File: src/hw/rtl/ytv_pkg.sv
`timescale 1ns / 1ps
package ytv_pkg;

  localparam int unsigned NumRegs = 8;
  localparam int unsigned AddrW   = 5;

  localparam logic [2:0] RegPropGain   = 3'd0;
  localparam logic [2:0] RegIntGain    = 3'd1;
  localparam logic [2:0] RegMaxDiff    = 3'd2;
  localparam logic [2:0] RegRearDist   = 3'd3;
  localparam logic [2:0] RegFrontDist  = 3'd4;
  localparam logic [2:0] RegMass       = 3'd5;
  localparam logic [2:0] RegFrontStiff = 3'd6;
  localparam logic [2:0] RegRearStiff  = 3'd7;

  // Multiplier operand selects.
  typedef enum logic [3:0] {
    MselVel,     // motor * velocity coefficient
    MselLrM,     // lr * m
    MselCyfWb,   // cyf * wb
    MselLfM,     // lf * m
    MselCyrWb,   // cyr * wb
    MselVv,      // vel * vel
    MselKuVv,    // ku * vv
    MselDesired, // quotient * delta
    MselErrDt,   // err * dt
    MselPErr,    // kp * err
    MselIInt     // ki * integral
  } msel_e;

  // Divider operand selects.
  typedef enum logic [1:0] {
    DselKu1,
    DselKu2,
    DselVel
  } dsel_e;

  // Register-update steps that are not products or quotients.
  typedef enum logic [3:0] {
    OpNone,
    OpWb,
    OpKu,
    OpDen,
    OpErr,
    OpInteg,
    OpCtl,
    OpOut,
    OpIdle
  } op_e;

  typedef struct packed {
    logic  load;
    logic  mul_go;
    msel_e msel;
    logic  div_go;
    dsel_e dsel;
    op_e   op;
  } cmd_t;

  typedef struct packed {
    logic mul_done;
    logic div_done;
    logic slow;
  } sts_t;

  typedef enum logic [4:0] {
    StIdle, StVel, StVelW, StCheck, StLrM, StLrMW, StCyfWb, StCyfWbW, StDiv1, StDiv1W,
    StLfM, StLfMW, StCyrWb, StCyrWbW, StDiv2, StDiv2W, StKu, StVv, StVvW, StKuVv,
    StKuVvW, StDen, StDiv3, StDiv3W, StDes, StDesW, StErr, StErrDt, StErrDtW,
    StPErr, StPErrW, StIInt
  } state_e;

  function automatic logic signed [31:0] sat32(input logic signed [65:0] v);
    if (v > 66'sd2147483647) return 32'sh7fffffff;
    if (v < -66'sd2147483648) return 32'sh80000000;
    return v[31:0];
  endfunction

endpackage

File: src/hw/rtl/ytv_ctrl.sv
`timescale 1ns / 1ps
module ytv_ctrl (
  input  logic          clk_i,
  input  logic          rst_ni,
  input  logic          s_tvalid_i,
  output logic          s_tready_o,
  output logic          m_tvalid_o,
  input  logic          m_tready_i,
  input  ytv_pkg::sts_t sts_i,
  output ytv_pkg::cmd_t cmd_o
);
  import ytv_pkg::*;

  state_e state_q, state_d;
  logic   busy_q, busy_d, ov_q, ov_d;

  // Issue a unit start and wait state pair.
  always_comb begin
    state_d = state_q;
    busy_d  = busy_q;
    ov_d    = ov_q;
    cmd_o   = '{load: 1'b0, mul_go: 1'b0, msel: MselVel, div_go: 1'b0,
                dsel: DselKu1, op: OpNone};
    if (ov_q && m_tready_i) ov_d = 1'b0;
    s_tready_o = (state_q == StIdle) && !ov_q;
    case (state_q)
      StIdle: if (s_tvalid_i && s_tready_o) begin
        cmd_o.load = 1'b1; busy_d = 1'b1; state_d = StVel;
      end
      StVel:    begin cmd_o.mul_go = 1'b1; state_d = StVelW; end
      StVelW:   if (sts_i.mul_done) state_d = StCheck;
      StCheck:  begin
        if (sts_i.slow) begin
          cmd_o.op = OpIdle; ov_d = 1'b1; busy_d = 1'b0; state_d = StIdle;
        end else begin
          cmd_o.op = OpWb; state_d = StLrM;
        end
      end
      StLrM:    begin cmd_o.msel = MselLrM; cmd_o.mul_go = 1'b1; state_d = StLrMW; end
      StLrMW:   begin cmd_o.msel = MselLrM; if (sts_i.mul_done) state_d = StCyfWb; end
      StCyfWb:  begin cmd_o.msel = MselCyfWb; cmd_o.mul_go = 1'b1; state_d = StCyfWbW; end
      StCyfWbW: begin cmd_o.msel = MselCyfWb; if (sts_i.mul_done) state_d = StDiv1; end
      StDiv1:   begin cmd_o.div_go = 1'b1; state_d = StDiv1W; end
      StDiv1W:  if (sts_i.div_done) state_d = StLfM;
      StLfM:    begin cmd_o.msel = MselLfM; cmd_o.mul_go = 1'b1; state_d = StLfMW; end
      StLfMW:   begin cmd_o.msel = MselLfM; if (sts_i.mul_done) state_d = StCyrWb; end
      StCyrWb:  begin cmd_o.msel = MselCyrWb; cmd_o.mul_go = 1'b1; state_d = StCyrWbW; end
      StCyrWbW: begin cmd_o.msel = MselCyrWb; if (sts_i.mul_done) state_d = StDiv2; end
      StDiv2:   begin cmd_o.dsel = DselKu2; cmd_o.div_go = 1'b1; state_d = StDiv2W; end
      StDiv2W:  begin cmd_o.dsel = DselKu2; if (sts_i.div_done) state_d = StKu; end
      StKu:     state_d = StVv;
      StVv:     begin cmd_o.msel = MselVv; cmd_o.mul_go = 1'b1; state_d = StVvW; end
      StVvW:    begin cmd_o.msel = MselVv; if (sts_i.mul_done) state_d = StKuVv; end
      StKuVv:   begin cmd_o.msel = MselKuVv; cmd_o.mul_go = 1'b1; state_d = StKuVvW; end
      StKuVvW:  begin cmd_o.msel = MselKuVv; if (sts_i.mul_done) state_d = StDiv3; end
      StDiv3:   begin cmd_o.dsel = DselVel; cmd_o.div_go = 1'b1; state_d = StDiv3W; end
      StDiv3W:  begin cmd_o.dsel = DselVel; if (sts_i.div_done) state_d = StDes; end
      StDes:    begin cmd_o.msel = MselDesired; cmd_o.mul_go = 1'b1; state_d = StDesW; end
      StDesW:   begin cmd_o.msel = MselDesired; if (sts_i.mul_done) state_d = StDen; end
      // The small-denominator case overrides the product with zero.
      StDen:    begin cmd_o.op = OpDen; state_d = StErr; end
      StErr:    begin cmd_o.op = OpErr; state_d = StErrDt; end
      StErrDt:  begin cmd_o.msel = MselErrDt; cmd_o.mul_go = 1'b1; state_d = StErrDtW; end
      StErrDtW: begin
        cmd_o.msel = MselErrDt;
        if (sts_i.mul_done) state_d = StPErr;
      end
      StPErr:   begin cmd_o.op = OpInteg; cmd_o.msel = MselPErr; cmd_o.mul_go = 1'b1;
                      state_d = StPErrW; end
      StPErrW:  begin cmd_o.msel = MselPErr; if (sts_i.mul_done) state_d = StIInt; end
      StIInt:   begin
        cmd_o.msel = MselIInt;
        if (!busy_q) begin
          cmd_o.op = OpOut; ov_d = 1'b1; state_d = StIdle;
        end else if (sts_i.mul_done) begin
          busy_d = 1'b0;
        end else if (ov_q == 1'b0 && busy_q) begin
          cmd_o.mul_go = 1'b1;
        end
      end
      default: state_d = StIdle;
    endcase
  end

  always_ff @(posedge clk_i or negedge rst_ni) begin
    if (!rst_ni) begin
      state_q <= StIdle;
      busy_q  <= 1'b0;
      ov_q    <= 1'b0;
    end else begin
      state_q <= state_d;
      busy_q  <= busy_d;
      ov_q    <= ov_d;
    end
  end

  assign m_tvalid_o = ov_q;
endmodule

File: config.mk
export PLATFORM = sky130hd
export DESIGN_NAME = ytv_ctrl
export DESIGN_NICKNAME = d
export VERILOG_FILES = /design/src/hw/rtl/ytv_pkg.sv /design/src/hw/rtl/ytv_ctrl.sv
export SDC_FILE = /design/constraint.sdc
export NUM_CORES = 1
export LEC_CHECK = 0
export BUFFER_PORTS_ARGS = -buffer_cell sky130_fd_sc_hd__buf_2
export CAP_MARGIN = 15
export CORE_MARGIN = 2
export CORE_UTILIZATION = 40
export CTS_BUF_LIST = sky130_fd_sc_hd__clkbuf_4 sky130_fd_sc_hd__clkbuf_8
export CTS_CLUSTER_SIZE = 24
export DETAILED_ROUTE_END_ITERATION = 8
export GPL_TIMING_DRIVEN = 1
export HOLD_SLACK_MARGIN = 0.03
export SYNTH_ARGS = -nofsm -noshare
export SYNTH_HDL_FRONTEND = slang
export SYNTH_SLANG_ARGS = --single-unit
export TNS_END_PERCENT = 5
File: constraint.sdc
create_clock -name clk_i -period 1.8 [get_ports clk_i]
set_input_delay 0.18 -clock clk_i [delete_from_list [all_inputs] [get_ports clk_i]]
set_output_delay 0.18 -clock clk_i [all_outputs]
set_load 0.01 [all_outputs]
### After elaboration in Yosys (flattened, before gate mapping)

Index checks and enable logic that the tools add are counted.

* order comparisons: 0
* multiply operators: 0
* equal/unequal tests: 47
* add/subtract/negate cells: 0
* bitwise operators: 1
* reduce and logical (&&, ||, !) cells: 22
* div/mod/pow operators: 0
* multiplexer cells: 38
* shift-type cells: 0

Operators by type and width (number)
* case mux 5 bit (32 select lines): 1
* equality test 5 bit, second input constant: 16
* two-way mux 5 bit: 15
* equality test 5 x 4 -> 1 bit, second input constant: 8
* case mux 4 bit (10 select lines): 1
* inequality test 2 bit, second input constant: 15
* OR reduction 2 bit: 11
* equality test 5 x 3 -> 1 bit, second input constant: 4
* case mux 4 bit (5 select lines): 1
* AND reduction 15 bit: 1
* two-way mux 1 bit: 13
* equality test 5 x 2 -> 1 bit, second input constant: 2
* OR reduction 10 bit: 1
* two-way mux 3 bit: 2
* equality test 5 x 1 -> 1 bit, second input constant: 1
* logical NOT 5 bit: 1
* logical AND 1 bit: 4
* two-way mux 4 bit: 1
* case mux 1 bit (2 select lines): 2
* case mux 2 bit (2 select lines): 1
* case mux 1 bit (3 select lines): 1
* AND reduction 3 bit: 1
* nonzero test 3 bit: 1
* OR reduction 3 bit: 1
* 3 further kinds: 3

* input bits: 7
* memory bits (writable): 0
* flip-flop bits (word level): 7
* logic and storage cells: 111
* memory bits (read-only): 0
* memories: 0
* output and inout port bits: 15
* bits in latches: 0

### Longest topological paths before layout

* depth after elaboration: 6
* depth in mapped cells: 7
* mapped depth without buffers: 5

### Worst setup path before layout

Ideal clock, no wire load.

* path kind: register -> register
* from: register state_q[1]
* to: register state_q[3]
* path buffers: 1
* arrival time: 1.699 ns
* setup time: 0.094 ns
* setup slack: 0.007 ns
* data required time: 1.706 ns
* period minus slack after synthesis: 1.793 ns
* cell stages (with the launch flop): 7
* cell sequence: dfrtp_1 -> buf_6 -> nor2b_1 -> a221oi_2 -> a31oi_2 -> or3_4 -> a221oi_2

* longest elaborated chain between the ends: 5
* elaborated cells on any way between the ends: 51
* classes of those cells: eq/ne (46); mux (1); reduce/logical (4)

Ends and longest elaborated chain
* from (decl): line ytv_ctrl.sv:14 `state_e state_q, state_d;`
* from (signal assigned): line ytv_ctrl.sv:87 `state_q <= StIdle;`
* from (signal assigned): line ytv_ctrl.sv:91 `state_q <= state_d;`
* logical NOT 5 bit: line ytv_ctrl.sv:25, ytv_ctrl.sv:26
* logical AND 1 bit: line ytv_ctrl.sv:25 `s_tready_o = (state_q == StIdle) && !ov_q;`
* logical AND 1 bit: line ytv_ctrl.sv:27 `StIdle: if (s_tvalid_i && s_tready_o) begin`
* inequality test 2 x 1 -> 1 bit (no line)
* AND reduction 15 bit (no line)

Several ways; a longest one is shown, not always the timed one.
A chain may end at the register's enable or synchronous reset.

### Worst setup path in the final report

* from: register state_q[0]
* to: register state_q[2]

The elaborated chain is that of the path after synthesis.

==> results.py <==
metrics = {
    "logic_synthesis": {
        "async_flop_share_pct": 100,
        "synthesis.yosys.warnings": 0,
        "syn-cell-area_um2": 917,
        "synth_top_family_by_area": "compound AO/OA/AOI/OAI gates",
        "yosysTopAreaCell": "dfrtp_1",
        "yosys.cell_types.count": 45,
        "syn_inst": 130,
        "avgSynthCellArea_um2": 7.05,
        "yosysSeqAreaShare_pct": 19.1,
        "synth_compound_area_share_pct": 35.1,
        "synthMuxAreaShare_pct": 1.09,
        "synthAdderAreaFrac_pct": 0,
        "ys_ff_latch": 7,
        "synthFlopType": "dfrtp_1",
        "synthXorXnorAreaFrac_pct": 6.68,
        "ys_top_cells_by_area": "dfrtp_1 (19%), a21oi_1 (6.5%), o21ai_0 (6.0%)",
        "synth-edff-count": 0,
        "synth_top_area_share_pct": 19.1,
        "synth_nets": 137,
        "synth-simple-area-share_pct": 28.5,
    },
    "timing": {
        "finalHoldViolCount": 0,
        "finalCritPeriodShare_pct": 107,
        "fmax_mhz": 518,
        "min_period_ps": 1930,
        "slew_headroom_pct": 75.1,
        "final.setup.tns_ps": -613,
        "setup_viol": 8,
        "finalClockSkew_ps": 6.35,
        "grt_setup_unrepaired": "yes",
        "tightest_slew_ps": 373,
        "slew_viol_final": 0,
        "layout_setup_ws_ps": -132,
    },
    "critical_path": {
        "cp.required_ps": 1920,
        "reg2reg_depth": 7,
        "critical_path_class": "flop to flop",
        "cpPeakStageDelay_ps": 470,
        "crit_path_cell_trace": "buf_6, xor2_1, a221oi_2, a31oi_4, buf_4, o31ai_2, o31ai_4",
        "r2r_start": "state_q[0]",
        "critPathArrivalTime_ps": 2060,
        "cp_slowest_cell": "dfrtp_2",
        "rrSetupSlack_ps": -130,
        "cp_max_fo": 7,
        "timing.rr.end": "state_q[2]",
        "cp-end-kind": "flop",
        "cp-start-kind": "flop",
    },
    "place": {
        "gp_congestion": 0.947,
        "port_buffers": 21,
        "dp_slack_ps": -73.6,
        "place_hpwl_um": 2270,
    },
    "power_and_ir_drop": {
        "intPower_mw": 1.62,
        "leakage_nw": 0.650,
        "ir_drop_mv": 1.21,
        "seq_power_share_pct": 11.9,
        "clockPowerShare_pct": 5.0,
        "p_per_area_nw_per_um2": 2120,
        "p_comb_share_pct": 83.1,
        "switching_share_pct": 48.9,
        "power_switching_mw": 1.55,
    },
    "drt": {
        "detail_route.wl_per_cell_um": 16.2,
        "ant_nets": 0,
        "via_per_inst": 5.84,
        "drt_iter0_drc": 37,
        "drt-total-wl_um": 3420,
        "vias": 1233,
        "drt_pass1_iterations": 4,
        "drc_errors": 0,
    },
    "final_layout": {
        "nNetsFinal": 191,
        "layout-drive-gt1-share_pct": 52.5,
        "diodes": 0,
        "areaGrowthSynthToFinish_pct": 62.9,
    },
    "status": {
        "violations": "setup timing",
        "status": "finished, violations left",
    },
    "grt": {
        "grt_first_pass_wirelength_um": 5070,
        "antenna_found_initial": 0,
        "overflow": 0,
        "grt_pass1_vias": 1114,
        "track_usage_pct": 25.0,
        "grt_max_degree": 14,
    },
    "job": {
        "drv_cap": 0,
    },
    "clock_tree": {
        "root_buffer": "clkbuf_4",
        "clk_path_buf_depth": 2,
        "clock-sinks": 7,
        "clkLatencyLatePin_ps": 250,
        "cts_tree": "done",
        "cts_max_level": 1,
        "path_clk_slew_ps": 50,
        "cts_inserted_buffers": 3,
    },
    "worst_hold_path": {
        "hold-path-cell-count": 4,
        "hold_class": "input port to flop",
        "hold_start": "m_tready_i",
        "hold-path-endpoint": "m_tvalid_o",
    },
    "floorplan": {
        "dieArea_um2": 2690,
        "fp.dieW_um": 51.9,
        "start_util_pct": 41.9,
        "placeableCoreArea_um2": 2190,
        "io_pins": 22,
        "placementRows": 17,
        "die_y_um": 51.9,
    },
}
-- cell usage after synthesis, types with 2 or more instances --
library cell  count
o21ai_0          11
nor2b_1           3
dfrtp_1           7
a31oi_1           5
xnor2_1           4
buf_1             2
and2_1            3
clkbuf_1          4
nand3_1           4
a21oi_1          12
nand2_1          12
inv_1             7
buf_2             4
nor3_1            4
nor2_1           13
a221oi_2          2
xor2_1            3
o31ai_1           3
-- state kept, by name, summed over array words and instances, names as in the netlist --
signal and count:
state_q 5, busy_q 1, m_tvalid_o 1
-- logic make-up (layout without fill, tap and decap cells) --
logic type / after synthesis / count (layout)
AND/OR/NAND/NOR: 50 / 50
AO/OA/AOI/OAI: 46 / 46
buffers and inverters: 19 / 72
XOR/XNOR: 7 / 7
flip-flops: 7 / 7
multiplexers: 1 / 1
-- area by class of cell --
type                    instances  area [um^2]
inverters                       7         31.3
multi-input cells             104          773
flip-flops and latches          7          181
repair buffers                 61          443
well taps                      28         35.0
fillers                       171          697
clock buffers                   4         30.0
-- placed cells by master (no fill, tap or decap), types with 5 or more instances in the layout --
cell and n:
a21oi_1 12, buf_2 22, buf_4 29, buf_6 8
dfrtp_2 5, inv_1 5, nand2_1 12, nor2_1 13
o21ai_0 7
-- power groups by stage --
stage | clock network (mW) | registers [mW] | logic, mW
after floorplan | 0 | 0.283 | 1.33
after global placement | 0 | 0.370 | 2.02
after detailed placement | 0 | 0.378 | 2.03
after CTS | 0.164 | 0.374 | 2.33
after global routing | 0.176 | 0.389 | 2.83
final | 0.158 | 0.377 | 2.64
-- per-layer routing --
metal  global-route usage, %  routed length (um)
met1                    32.2                1480
met5                       0                   0
met3                    1.72                 163
met2                    43.2                1710
met4                    9.65                  71
-- worst max-delay path: cells and delay by family (launching register included) --
family | cells | cell delay [ps]
AOI/OAI and AO/OA | 4 | 890
xor gates and xnor gates | 1 | 140
buffers and inverters | 2 | 300
DFF | 1 | 470
-- repair_timing --
| action | CTS | global route |
|---|---|---|
| pin swaps | 5 | 6 |
| buffers inserted | 7 | 2 |
| hold endpoints to repair | 7 | 0 |
| resized for setup | 26 | 19 |
| endpoints found under the setup margin | 14 | 14 |
| hold buffers | 1 | 0 |
-- worst max path at each step --
stage | from | to | cells after the start
floorplan | state_q[1] | state_q[3] | 6
global placement | state_q[4] | state_q[1] | 6
detailed placement | state_q[2] | state_q[3] | 5
CTS | state_q[0] | state_q[3] | 6
global route | state_q[0] | state_q[2] | 7
finish | state_q[0] | state_q[2] | 7
-- stage by stage --
step | total power [mW] | util (%) | hold slack [ps] | area (um^2) | instances
2_1_floorplan | 1.61 | - | -116 | 917 | 130
3_3_place_gp | 2.39 | 55.7 | 15.7 | 1220 | 197
3_5_place_dp | 2.41 | 55.7 | 17.1 | 1220 | 197
4_1_cts | 2.87 | 63.6 | 227 | 1390 | 209
5_1_grt | 3.39 | 68.2 | 271 | 1490 | 211
6_report | 3.17 | 68.2 | 232 | 1490 | 211
No activity file was read; power rests on OpenSTA's default activity.
