### src/hw/rtl/ytv_pkg.sv
`timescale 1ns / 1ps
package ytv_pkg;

  localparam int unsigned NumRegs = 8;
  localparam int unsigned AddrW   = 5;

  localparam logic [2:0] RegPropGain   = 3'd0;
  localparam logic [2:0] RegIntGain    = 3'd1;
  localparam logic [2:0] RegMaxDiff    = 3'd2;
  localparam logic [2:0] RegRearDist   = 3'd3;
  localparam logic [2:0] RegFrontDist  = 3'd4;
  localparam logic [2:0] RegMass       = 3'd5;
  localparam logic [2:0] RegFrontStiff = 3'd6;
  localparam logic [2:0] RegRearStiff  = 3'd7;

  // Multiplier operand selects.
  typedef enum logic [3:0] {
    MselVel,     // motor * velocity coefficient
    MselLrM,     // lr * m
    MselCyfWb,   // cyf * wb
    MselLfM,     // lf * m
    MselCyrWb,   // cyr * wb
    MselVv,      // vel * vel
    MselKuVv,    // ku * vv
    MselDesired, // quotient * delta
    MselErrDt,   // err * dt
    MselPErr,    // kp * err
    MselIInt     // ki * integral
  } msel_e;

  // Divider operand selects.
  typedef enum logic [1:0] {
    DselKu1,
    DselKu2,
    DselVel
  } dsel_e;

  // Register-update steps that are not products or quotients.
  typedef enum logic [3:0] {
    OpNone,
    OpWb,
    OpKu,
    OpDen,
    OpErr,
    OpInteg,
    OpCtl,
    OpOut,
    OpIdle
  } op_e;

  typedef struct packed {
    logic  load;
    logic  mul_go;
    msel_e msel;
    logic  div_go;
    dsel_e dsel;
    op_e   op;
  } cmd_t;

  typedef struct packed {
    logic mul_done;
    logic div_done;
    logic slow;
  } sts_t;

  typedef enum logic [4:0] {
    StIdle, StVel, StVelW, StCheck, StLrM, StLrMW, StCyfWb, StCyfWbW, StDiv1, StDiv1W,
    StLfM, StLfMW, StCyrWb, StCyrWbW, StDiv2, StDiv2W, StKu, StVv, StVvW, StKuVv,
    StKuVvW, StDen, StDiv3, StDiv3W, StDes, StDesW, StErr, StErrDt, StErrDtW,
    StPErr, StPErrW, StIInt
  } state_e;

  function automatic logic signed [31:0] sat32(input logic signed [65:0] v);
    if (v > 66'sd2147483647) return 32'sh7fffffff;
    if (v < -66'sd2147483648) return 32'sh80000000;
    return v[31:0];
  endfunction

endpackage

### src/hw/rtl/ytv_mul.sv
`timescale 1ns / 1ps
module ytv_mul #(
  parameter int unsigned FracBits = 16
) (
  input  logic                clk_i,
  input  logic                rst_ni,
  input  logic                go_i,
  input  logic signed [32:0]  a_i,
  input  logic signed [32:0]  b_i,
  input  logic                coef_i,
  output logic                done_o,
  output logic signed [31:0]  p_o
);
  import ytv_pkg::*;

  // Two 33x17 partial products, accumulated in turn, then flooring and saturation.
  logic signed [32:0] a_q, b_q;
  logic               coef_q;
  logic [1:0]         step_q, step_d;
  logic signed [65:0] acc_q, acc_d;
  logic signed [31:0] p_q, p_d;
  logic signed [65:0] shifted;

  always_comb begin
    step_d = step_q;
    acc_d  = acc_q;
    p_d    = p_q;
    shifted = coef_q ? (acc_q >>> 32) : (acc_q >>> FracBits);
    case (step_q)
      2'd0: if (go_i) step_d = 2'd1;
      2'd1: begin
        acc_d  = 66'(a_q * $signed({1'b0, b_q[15:0]}));
        step_d = 2'd2;
      end
      2'd2: begin
        acc_d  = acc_q + (66'(a_q * $signed(b_q[32:16])) <<< 16);
        step_d = 2'd3;
      end
      2'd3: begin
        p_d    = sat32(shifted);
        step_d = 2'd0;
      end
      default: step_d = 2'd0;
    endcase
  end

  always_ff @(posedge clk_i) begin
    if (go_i && step_q == 2'd0) begin
      a_q    <= a_i;
      b_q    <= b_i;
      coef_q <= coef_i;
    end
    acc_q <= acc_d;
    p_q   <= p_d;
  end

  always_ff @(posedge clk_i or negedge rst_ni) begin
    if (!rst_ni) begin
      step_q <= 2'd0;
      done_o <= 1'b0;
    end else begin
      step_q <= step_d;
      done_o <= (step_q == 2'd3);
    end
  end

  assign p_o = p_q;
endmodule

### src/hw/rtl/ytv_div.sv
`timescale 1ns / 1ps
module ytv_div #(
  parameter int unsigned FracBits = 16
) (
  input  logic               clk_i,
  input  logic               rst_ni,
  input  logic               go_i,
  input  logic signed [31:0] a_i,
  input  logic signed [31:0] b_i,
  output logic               done_o,
  output logic signed [31:0] q_o
);
  import ytv_pkg::*;

  // Restoring division, one quotient bit a cycle over a 48-bit magnitude.
  localparam int unsigned NW = 32 + FracBits;
  localparam int unsigned CW = $clog2(NW + 1);

  logic [NW-1:0] num_q, quo_q;
  logic [32:0]   rem_q, den_q;
  logic          neg_q, zero_q, nz_q, busy_q;
  logic [CW-1:0] cnt_q;
  logic signed [31:0] q_q;
  logic [33:0]   trial;
  logic signed [NW+1:0] sq;

  assign trial = {rem_q, num_q[NW-1]} - {1'b0, den_q};
  assign sq    = neg_q ? -$signed({2'b00, quo_q}) : $signed({2'b00, quo_q});

  always_ff @(posedge clk_i) begin
    if (go_i && !busy_q) begin
      num_q  <= NW'(a_i[31] ? -{{FracBits{1'b0}}, a_i} << FracBits
                            : {{FracBits{1'b0}}, a_i} << FracBits);
      den_q  <= b_i[31] ? 33'(-{1'b1, b_i}) : {1'b0, b_i};
      neg_q  <= a_i[31] ^ b_i[31];
      zero_q <= (b_i == '0);
      nz_q   <= (a_i != '0);
      rem_q  <= '0;
      quo_q  <= '0;
    end else if (busy_q) begin
      num_q <= num_q << 1;
      if (!trial[33]) begin
        rem_q <= trial[32:0];
        quo_q <= {quo_q[NW-2:0], 1'b1};
      end else begin
        rem_q <= {rem_q[31:0], num_q[NW-1]};
        quo_q <= {quo_q[NW-2:0], 1'b0};
      end
    end
    if (busy_q && cnt_q == CW'(NW)) begin
      if (zero_q)
        q_q <= !nz_q ? 32'sd0 : (neg_q ? 32'sh80000000 : 32'sh7fffffff);
      else
        q_q <= sat32(66'(sq));
    end
  end

  always_ff @(posedge clk_i or negedge rst_ni) begin
    if (!rst_ni) begin
      busy_q <= 1'b0;
      cnt_q  <= '0;
      done_o <= 1'b0;
    end else begin
      done_o <= 1'b0;
      if (go_i && !busy_q) begin
        busy_q <= 1'b1;
        cnt_q  <= '0;
      end else if (busy_q) begin
        if (cnt_q == CW'(NW)) begin
          busy_q <= 1'b0;
          done_o <= 1'b1;
        end else begin
          cnt_q <= cnt_q + 1'b1;
        end
      end
    end
  end

  assign q_o = q_q;
endmodule

### src/hw/rtl/ytv_datapath.sv
`timescale 1ns / 1ps
module ytv_datapath #(
  parameter int unsigned FracBits = 16
) (
  input  logic                 clk_i,
  input  logic                 rst_ni,
  input  ytv_pkg::cmd_t        cmd_i,
  output ytv_pkg::sts_t        sts_o,
  input  logic [127:0]         in_data_i,
  input  logic [30:0]          regs_i [8],
  output logic [103:0]         out_data_o
);
  import ytv_pkg::*;

  localparam logic signed [32:0] VelCoef = 33'sd44976792;
  localparam int Eps = (1 << FracBits) / 10000;

  logic signed [31:0] motor_q, delta_q, meas_q, integ_q;
  logic [30:0]        dt_q;
  logic signed [31:0] vel_q, wb_q, t1_q, t2_q, q1_q, ku_q, vv_q, den_q, des_q, err_q;
  logic signed [31:0] perr_q, ctl_q, ld_q, rd_q;
  logic               act_q;

  logic signed [32:0] ma, mb;
  logic signed [31:0] mp, dq, da, db;
  logic               md, dd;
  logic signed [32:0] maxd;
  logic signed [31:0] half, ctl_c;

  assign maxd = {2'b00, regs_i[RegMaxDiff]};

  always_comb begin
    ma = '0;
    mb = '0;
    case (cmd_i.msel)
      MselVel:     begin ma = 33'(motor_q); mb = VelCoef; end
      MselLrM:     begin ma = {2'b0, regs_i[RegRearDist]};   mb = {2'b0, regs_i[RegMass]}; end
      MselCyfWb:   begin ma = {2'b0, regs_i[RegFrontStiff]}; mb = 33'(wb_q); end
      MselLfM:     begin ma = {2'b0, regs_i[RegFrontDist]};  mb = {2'b0, regs_i[RegMass]}; end
      MselCyrWb:   begin ma = {2'b0, regs_i[RegRearStiff]};  mb = 33'(wb_q); end
      MselVv:      begin ma = 33'(vel_q); mb = 33'(vel_q); end
      MselKuVv:    begin ma = 33'(ku_q);  mb = 33'(vv_q); end
      MselDesired: begin ma = 33'(des_q); mb = 33'(delta_q); end
      MselErrDt:   begin ma = 33'(err_q); mb = {2'b0, dt_q}; end
      MselPErr:    begin ma = {2'b0, regs_i[RegPropGain]}; mb = 33'(err_q); end
      MselIInt:    begin ma = {2'b0, regs_i[RegIntGain]};  mb = 33'(integ_q); end
      default:     ;
    endcase
    da = t1_q;
    db = t2_q;
    case (cmd_i.dsel)
      DselVel: begin da = vel_q; db = den_q; end
      default: ;
    endcase
  end

  ytv_mul #(.FracBits(FracBits)) u_mul (
    .clk_i, .rst_ni, .go_i(cmd_i.mul_go), .a_i(ma), .b_i(mb),
    .coef_i(cmd_i.msel == MselVel), .done_o(md), .p_o(mp)
  );

  ytv_div #(.FracBits(FracBits)) u_div (
    .clk_i, .rst_ni, .go_i(cmd_i.div_go), .a_i(da), .b_i(db), .done_o(dd), .q_o(dq)
  );

  always_comb begin
    ctl_c = sat32(66'(perr_q) + 66'(mp));
    if (66'(ctl_c) > 66'(maxd)) ctl_c = maxd[31:0];
    else if (66'(ctl_c) < -66'(maxd)) ctl_c = 32'(-maxd);
    half = ctl_q >>> 1;
  end

  always_ff @(posedge clk_i) begin
    if (cmd_i.load) begin
      motor_q <= in_data_i[31:0];
      delta_q <= in_data_i[63:32];
      meas_q  <= in_data_i[95:64];
      dt_q    <= in_data_i[126:96];
    end
    if (md) begin
      case (cmd_i.msel)
        MselVel:     vel_q  <= mp;
        MselLrM:     t1_q   <= mp;
        MselCyfWb:   t2_q   <= mp;
        MselLfM:     t1_q   <= mp;
        MselCyrWb:   t2_q   <= mp;
        MselVv:      vv_q   <= mp;
        MselKuVv:    den_q  <= sat32(66'(wb_q) + 66'(mp));
        MselDesired: des_q  <= mp;
        MselErrDt:   t1_q   <= mp;
        MselPErr:    perr_q <= mp;
        MselIInt:    ctl_q  <= ctl_c;
        default: ;
      endcase
    end
    if (dd) begin
      case (cmd_i.dsel)
        DselKu1: q1_q  <= dq;
        DselKu2: ku_q  <= sat32(66'(q1_q) - 66'(dq));
        DselVel: des_q <= dq;
        default: ;
      endcase
    end
    case (cmd_i.op)
      OpWb:  wb_q <= sat32(66'({1'b0, regs_i[RegFrontDist]}) + 66'({1'b0, regs_i[RegRearDist]}));
      OpDen: if (den_q <= 32'(Eps) && den_q >= -32'(Eps)) des_q <= '0;
      OpErr: err_q <= sat32(66'(des_q) - 66'(meas_q));
      OpOut: begin
        ld_q  <= sat32(66'(motor_q) - 66'(half));
        rd_q  <= sat32(66'(motor_q) + 66'(half));
        act_q <= 1'b1;
      end
      OpIdle: begin
        ld_q  <= motor_q;
        rd_q  <= motor_q;
        ctl_q <= '0;
        act_q <= 1'b0;
      end
      default: ;
    endcase
  end

  always_ff @(posedge clk_i or negedge rst_ni) begin
    if (!rst_ni) integ_q <= '0;
    else if (cmd_i.op == OpInteg) integ_q <= sat32(66'(integ_q) + 66'(t1_q));
  end

  assign sts_o.mul_done = md;
  assign sts_o.div_done = dd;
  assign sts_o.slow     = (vel_q <= 32'(5 << FracBits));
  assign out_data_o = {7'd0, act_q, ctl_q, rd_q, ld_q};
endmodule

### config.mk
export PLATFORM = sky130hd
export DESIGN_NAME = ytv_datapath
export DESIGN_NICKNAME = d
export VERILOG_FILES = /design/src/hw/rtl/ytv_pkg.sv /design/src/hw/rtl/ytv_mul.sv /design/src/hw/rtl/ytv_div.sv /design/src/hw/rtl/ytv_datapath.sv
export SDC_FILE = /design/constraint.sdc
export NUM_CORES = 2
export LEC_CHECK = 0
export ABC_AREA = 1
export BUFFER_PORTS_ARGS = -buffer_cell sky130_fd_sc_hd__buf_2
export CAP_MARGIN = 40
export CORE_AREA = 2 2 467 469
export DETAILED_ROUTE_END_ITERATION = 12
export DIE_AREA = 0 0 469 471
export PLACE_DENSITY = 0.76
export REMOVE_ABC_BUFFERS = 1
export SLEW_MARGIN = 0
export SYNTH_ARGS = -nofsm -noshare
export SYNTH_HDL_FRONTEND = slang
export SYNTH_HIERARCHICAL = 1
export SYNTH_SLANG_ARGS = --single-unit
### constraint.sdc
create_clock -name clk_i -period 7.45 [get_ports clk_i]
set_input_delay 1.1175 -clock clk_i [delete_from_list [all_inputs] [get_ports clk_i]]
set_output_delay 1.1175 -clock clk_i [all_outputs]
set_load 0.05 [all_outputs]
# Word level (Yosys, flattened, before mapping)
# Cells that the tools add are included.
# totals
reg_bits	981
latchBits	0
ramBits	0
rom_bits	0
inputBits	391
output_inout_bits	107
elab_cells	265
memories	0
# classes
addsub	16
n_mul	2
div	0
order_cmp	25
eq_ne	24
shift	0
n_mux	132
bitwise_logic	1
reduce_logical	26
# op_table
cell	n
2-to-1 mux 32 bit	53
case mux 33 bit (11 select lines)	1
case mux 33 bit (9 select lines)	1
< comparator 33 x 32 -> 1 bit, second input constant	8
greater-than comparator 33 x 32 -> 1 bit, second input constant	7
2-to-1 mux 48 bit	3
case mux 66 bit (2 select lines)	1
case mux 32 bit (2 select lines)	2
greater-than comparator 50 x 32 -> 1 bit, second input constant	2
< comparator 50 x 32 -> 1 bit, second input constant	2
multiplier 33 x 17 -> 50 bit	2
adder 32 x 32 -> 33 bit	3
adder 66 bit	1
< comparator 32 x 66 -> 1 bit	1
negation 31 -> 66 bit	1
subtractor 32 x 32 -> 33 bit	2
2-to-1 mux 1 bit	61
2-to-1 mux 50 bit	1
negation 48 -> 50 bit	1
2-to-1 mux 49 bit	1
subtractor 34 x 33 -> 34 bit	1
adder 32 x 31 -> 33 bit	1
2-to-1 mux 33 bit	1
negation 33 bit	1
34 further kinds	68

# Depth between registers and ports, before layout
# logic_depth
word_depth	12
depth_mapped	42
ltp_nobuf	39

# Hierarchy
# The synthesis kept the hierarchy.
# modules_own_cells
mod	n_inst	cells_per_inst	area_each_um2	seq_area_each_um2
ytv_mul	1	6509	49596.3	4549.4
ytv_datapath	1	4784	41310.9	17456.7
ytv_div	1	1671	12319.3	4824.6

# Worst setup path after synthesis
# No wires, ideal clock.
# synth_path
kind	flip-flop to flip-flop
start	reg u_mul.a_q[7]
end	reg u_mul.acc_q[51], data pin
setup_time_ps	258
arrival_time_ps	6649
required_time_ps	7192
path_slack_ps	543
path_stages_with_launch	37
n_path_buf	2
period_less_slack_ps	6907
cell_sequence	edfxtp_1 clkbuf_1 clkbuf_1 nand2_1 fa_1 inv_1 fa_1 inv_1 fa_1 inv_1 fa_1 fa_1 inv_1 fa_1 inv_1 ha_1 nand2_1 inv_1 nand2_1 nand2_1 a21oi_1 nand2_2 a21oi_1 o21bai_1 xor2_1 ha_1 nand2_1 nor2_1 inv_1 nor2_1 inv_1 nor3_1 nand4_1 nand3_1 nand2_1 nand3_1 nand2_1
# synth_between
elab_chain_len	3
word_cells_on_any_way	4
cone_classes	add/sub: 1; mul: 2; mux: 1
# synth_lines
item	line_no	rtl
start, declared	ytv_mul.sv:17	logic signed [32:0] a_q, b_q;
start signal, assigned	ytv_mul.sv:49	a_q <= a_i;
multiplier 33 x 17 -> 50 bit	ytv_mul.sv:36	acc_d = acc_q + (66'(a_q * $signed(b_q[32:16])) <<< 16);
adder 66 bit	ytv_mul.sv:36	
case mux 66 bit (2 select lines) (*)	ytv_mul.sv:29	case (step_q)
via u_mul.acc_d[51]	ytv_mul.sv:20	logic signed [65:0] acc_q, acc_d;
end signal, assigned	ytv_mul.sv:53	acc_q <= acc_d;
end, declared	ytv_mul.sv:20	
# Mark *: on every way through the listed nets, which the timed path passes. The rest lies on a longest branch.
# A chain may end at the register's enable or synchronous reset.

# Worst setup path in the final report
# layout_path
start	reg u_mul.a_q[19]
end	reg u_mul.acc_q[65], data pin
# The elaborated chain is that of the path after synthesis.

==> out/summary.txt <==
Final slew viol count: 0
R2R Path Start: u_mul/a_q[19]$_DFFE_PP_
Initial Util: 0.478
GRT Residual Overflow: 0
I/O pin cnt: 498
Via density: 5.62
DIE AREA: 0.221 mm²
Final WL: 399 mm
Initial DRC Count: 10,500
Fraction of layout instances using a drive strength above 1: 0.135
Clock transition at the registers of the reported paths: 70 ps
CP Launch Type: flop
Ys flop type: edfxtp_1
Fin nets: 15,800
Dpl hpwl: 326 mm
Asr flop ratio synth: 0.0453
Flop and latch count out of synthesis: 949
Final setup violation count: 5
Remaining antenna violation count: 0
CP required: 7940 ps
Via count: 93,900
Number of CTS-inserted buffers: 103
P&R area growth vs syn: 14.5%
Synth top cells by count: 3,175 x nand2_1, 2,601 x inv_1, 1,047 x fa_1
Number of synthesized flops with an enable pin: 761
Cell variety after synth: 80
Failing checks: negative setup slack
Pre-CTS WS: -207 ps
Setup crit end kind: flop
Global placer's final weighted congestion: 1.13
Count leader, synth: nand2_1
Largest area contributor in the netlist: edfxtp_1
Placed instance count: 16,500
CP startpoint: u_mul/a_q[19]$_DFFE_PP_
Die X: 469 µm
Final hold slack: 475 ps
IO buf count: 489
Top cell type's share of synthesized area: 0.221
CP max-delay cell: fa_1
Max-Cap Viols: 0
CTS H-Tree Depth: 3
Top cells by area, synth: edfxtp_1 22%, fa_1 20%, nand2_1 12%
Worst-Margin Slew: 1220 ps
Worst reg2reg endpoint: u_mul/acc_q[65]$_DFFE_PP_
Worst reg2reg setup slack: -40 ps
Minimum clock period: 7490 ps
Total track usage: 0.357
F_max: 0.133 GHz
Post-Syn Area per Cell: 7.96 µm²
RSZ-0062 raised after global routing: true
HP Class: flop to flop
Number of global-route vias before repair: 91,000
Slew headroom: 0.186
FF-to-FF path depth: 37
Min setup slack post-route: -44.2 ps
Rows: 171
Worst Path Arrival: 7980 ps
Yosys warns: 6
WL/cell: 23.9 µm
Die Height: 471 µm
Outcome: finished, violations left
Max incr delay on CP: 570 ps
Clock latency on the worst-skew pair: 770 ps
Worst Path Max Fanout: 11
Longest Clk Path Bufs: 3
Synth Instances: 13,000
Initial antenna violation count: 54
Cells on Worst Hold Path: 2
Clock sinks: 949
CTS tree: built
First-pass GRT wire length: 582 mm
Synthesized area: 0.103 mm²
Clock Skew: 44.5 ps
Post-synthesis sequential area ratio: 0.260
Worst Setup EP: u_mul/acc_q[65]$_DFFE_PP_
Post-route insts no fill: 16,700
Residual DRC: 0
Pin count of the biggest net entering global routing: 76
CORE AREA: 0.216 mm²
Ratio of final minimum period to clock period: 1.01
First-pass DRT Iterations: 10
Worst setup path class: flop to flop
Final hold violations: 0
CTS root buf: clkbuf_16
per-layer routing:
metal / vias to the layer above / track usage / part of all wire
li1: 42500 / - / -
met1: 44900 / 0.441 / 0.36
met2: 5296 / 0.547 / 0.44
met3: 1139 / 0.0960 / 0.11
met4: 22 / 0.238 / 0.082
met5: - / 0 / 0.00077
how the worst min path moves through the flow:
stage | slack [ps] | endpoint | startpoint
2_1_floorplan | 440 | q1_q[18]$_DFFE_PP_ | u_div/q_o[18]$_DFFE_PP_
3_3_place_gp | 450 | ctl_q[0]$_SDFFE_PP0P_ | ctl_q[0]$_SDFFE_PP0P_
3_5_place_dp | 460 | q1_q[24]$_DFFE_PP_ | u_div/q_o[24]$_DFFE_PP_
4_1_cts | 470 | ctl_q[0]$_SDFFE_PP0P_ | ctl_q[0]$_SDFFE_PP0P_
5_1_grt | 480 | q1_q[24]$_DFFE_PP_ | u_div/q_o[24]$_DFFE_PP_
6_report | 480 | ctl_q[0]$_SDFFE_PP0P_ | ctl_q[0]$_SDFFE_PP0P_
per-stage QoR:
stage	area [µm²]	util	setup TNS, ps
6_report	118000	0.547	-155
5_1_grt	118000	0.547	-5890
4_1_cts	117000	0.540	-32.6
3_5_place_dp	113000	0.523	-2030
3_3_place_gp	113000	0.521	-1290
2_1_floorplan	101000	-	-18370
area by class of cell:
type / count / area (µm²)
repair buffers: 1172 / 8430
fillers: 19900 / 97900
clock inverters: 71 / 756
flip-flops and latches: 949 / 26800
diodes: 38 / 95.1
clock buffers: 125 / 2730
multi-input cells: 8863 / 65900
inverters: 2636 / 9900
well taps: 2854 / 3570
what timing repair did:
action                     in CTS  in global routing
buffers inserted                3                 15
cloned                          0                  1
hold buffers                    0                  0
pin swaps                       6                 35
resized for setup              45                286
setup endpoints to repair      26                 34
placed cells by master, fill, tap and decap left out, types with 46 or more instances in the layout:
cell type / synthesis / layout
o21ai_1: 51 / 71
o211ai_1: 70 / 70
dfxtp_1: 145 / 145
nor2_1: 783 / 682
o22ai_1: 86 / 86
a21oi_2: 17 / 53
nor3_1: 107 / 91
xor2_1: 316 / 310
edfxtp_1: 761 / 761
o21bai_1: 50 / 46
a21oi_1: 640 / 599
nand2_2: 49 / 73
nand3_1: 422 / 409
clkbuf_16: 0 / 106
nand4_1: 129 / 129
buf_4: 13 / 598
buf_12: 1 / 53
nand2_1: 3175 / 3146
xnor2_1: 123 / 118
buf_2: 32 / 500
ha_1: 665 / 637
fa_1: 1047 / 1044
o21ai_0: 532 / 498
inv_1: 2601 / 2584
a221oi_1: 114 / 108
nor2_2: 33 / 106
worst max-delay path, delay by kind of cell, from the launching register on:
kind,cells,cell delay [ps]
adder cells (fa/ha/maj),8,3680
XOR/XNOR,1,160
AO/OA/AOI/OAI,3,490
AND/OR/NAND/NOR,13,1170
buffers and inverters,12,1220
flip-flops,1,490
state kept, by name, summed over array words and instances, names as in the netlist, 33 cells and up:
signal	flops
u_div/den_q	33
u_div/quo_q	48
u_div/rem_q	33
u_mul/a_q	33
u_mul/acc_q	50
u_mul/b_q	33
logic make-up after synthesis:
family / share of synthesized area
AO/OA/AOI/OAI: 0.105
XOR/XNOR: 0.0372
adder cells (fa/ha/maj): 0.284
buffers and inverters: 0.118
flip-flops: 0.260
multiplexers: 0.00262
other: 0.0000728
AND/OR/NAND/NOR: 0.194
Power is left out: the tool's default activity adds up to more than one toggle a clock period on the data nets, which glitch-free logic cannot reach.
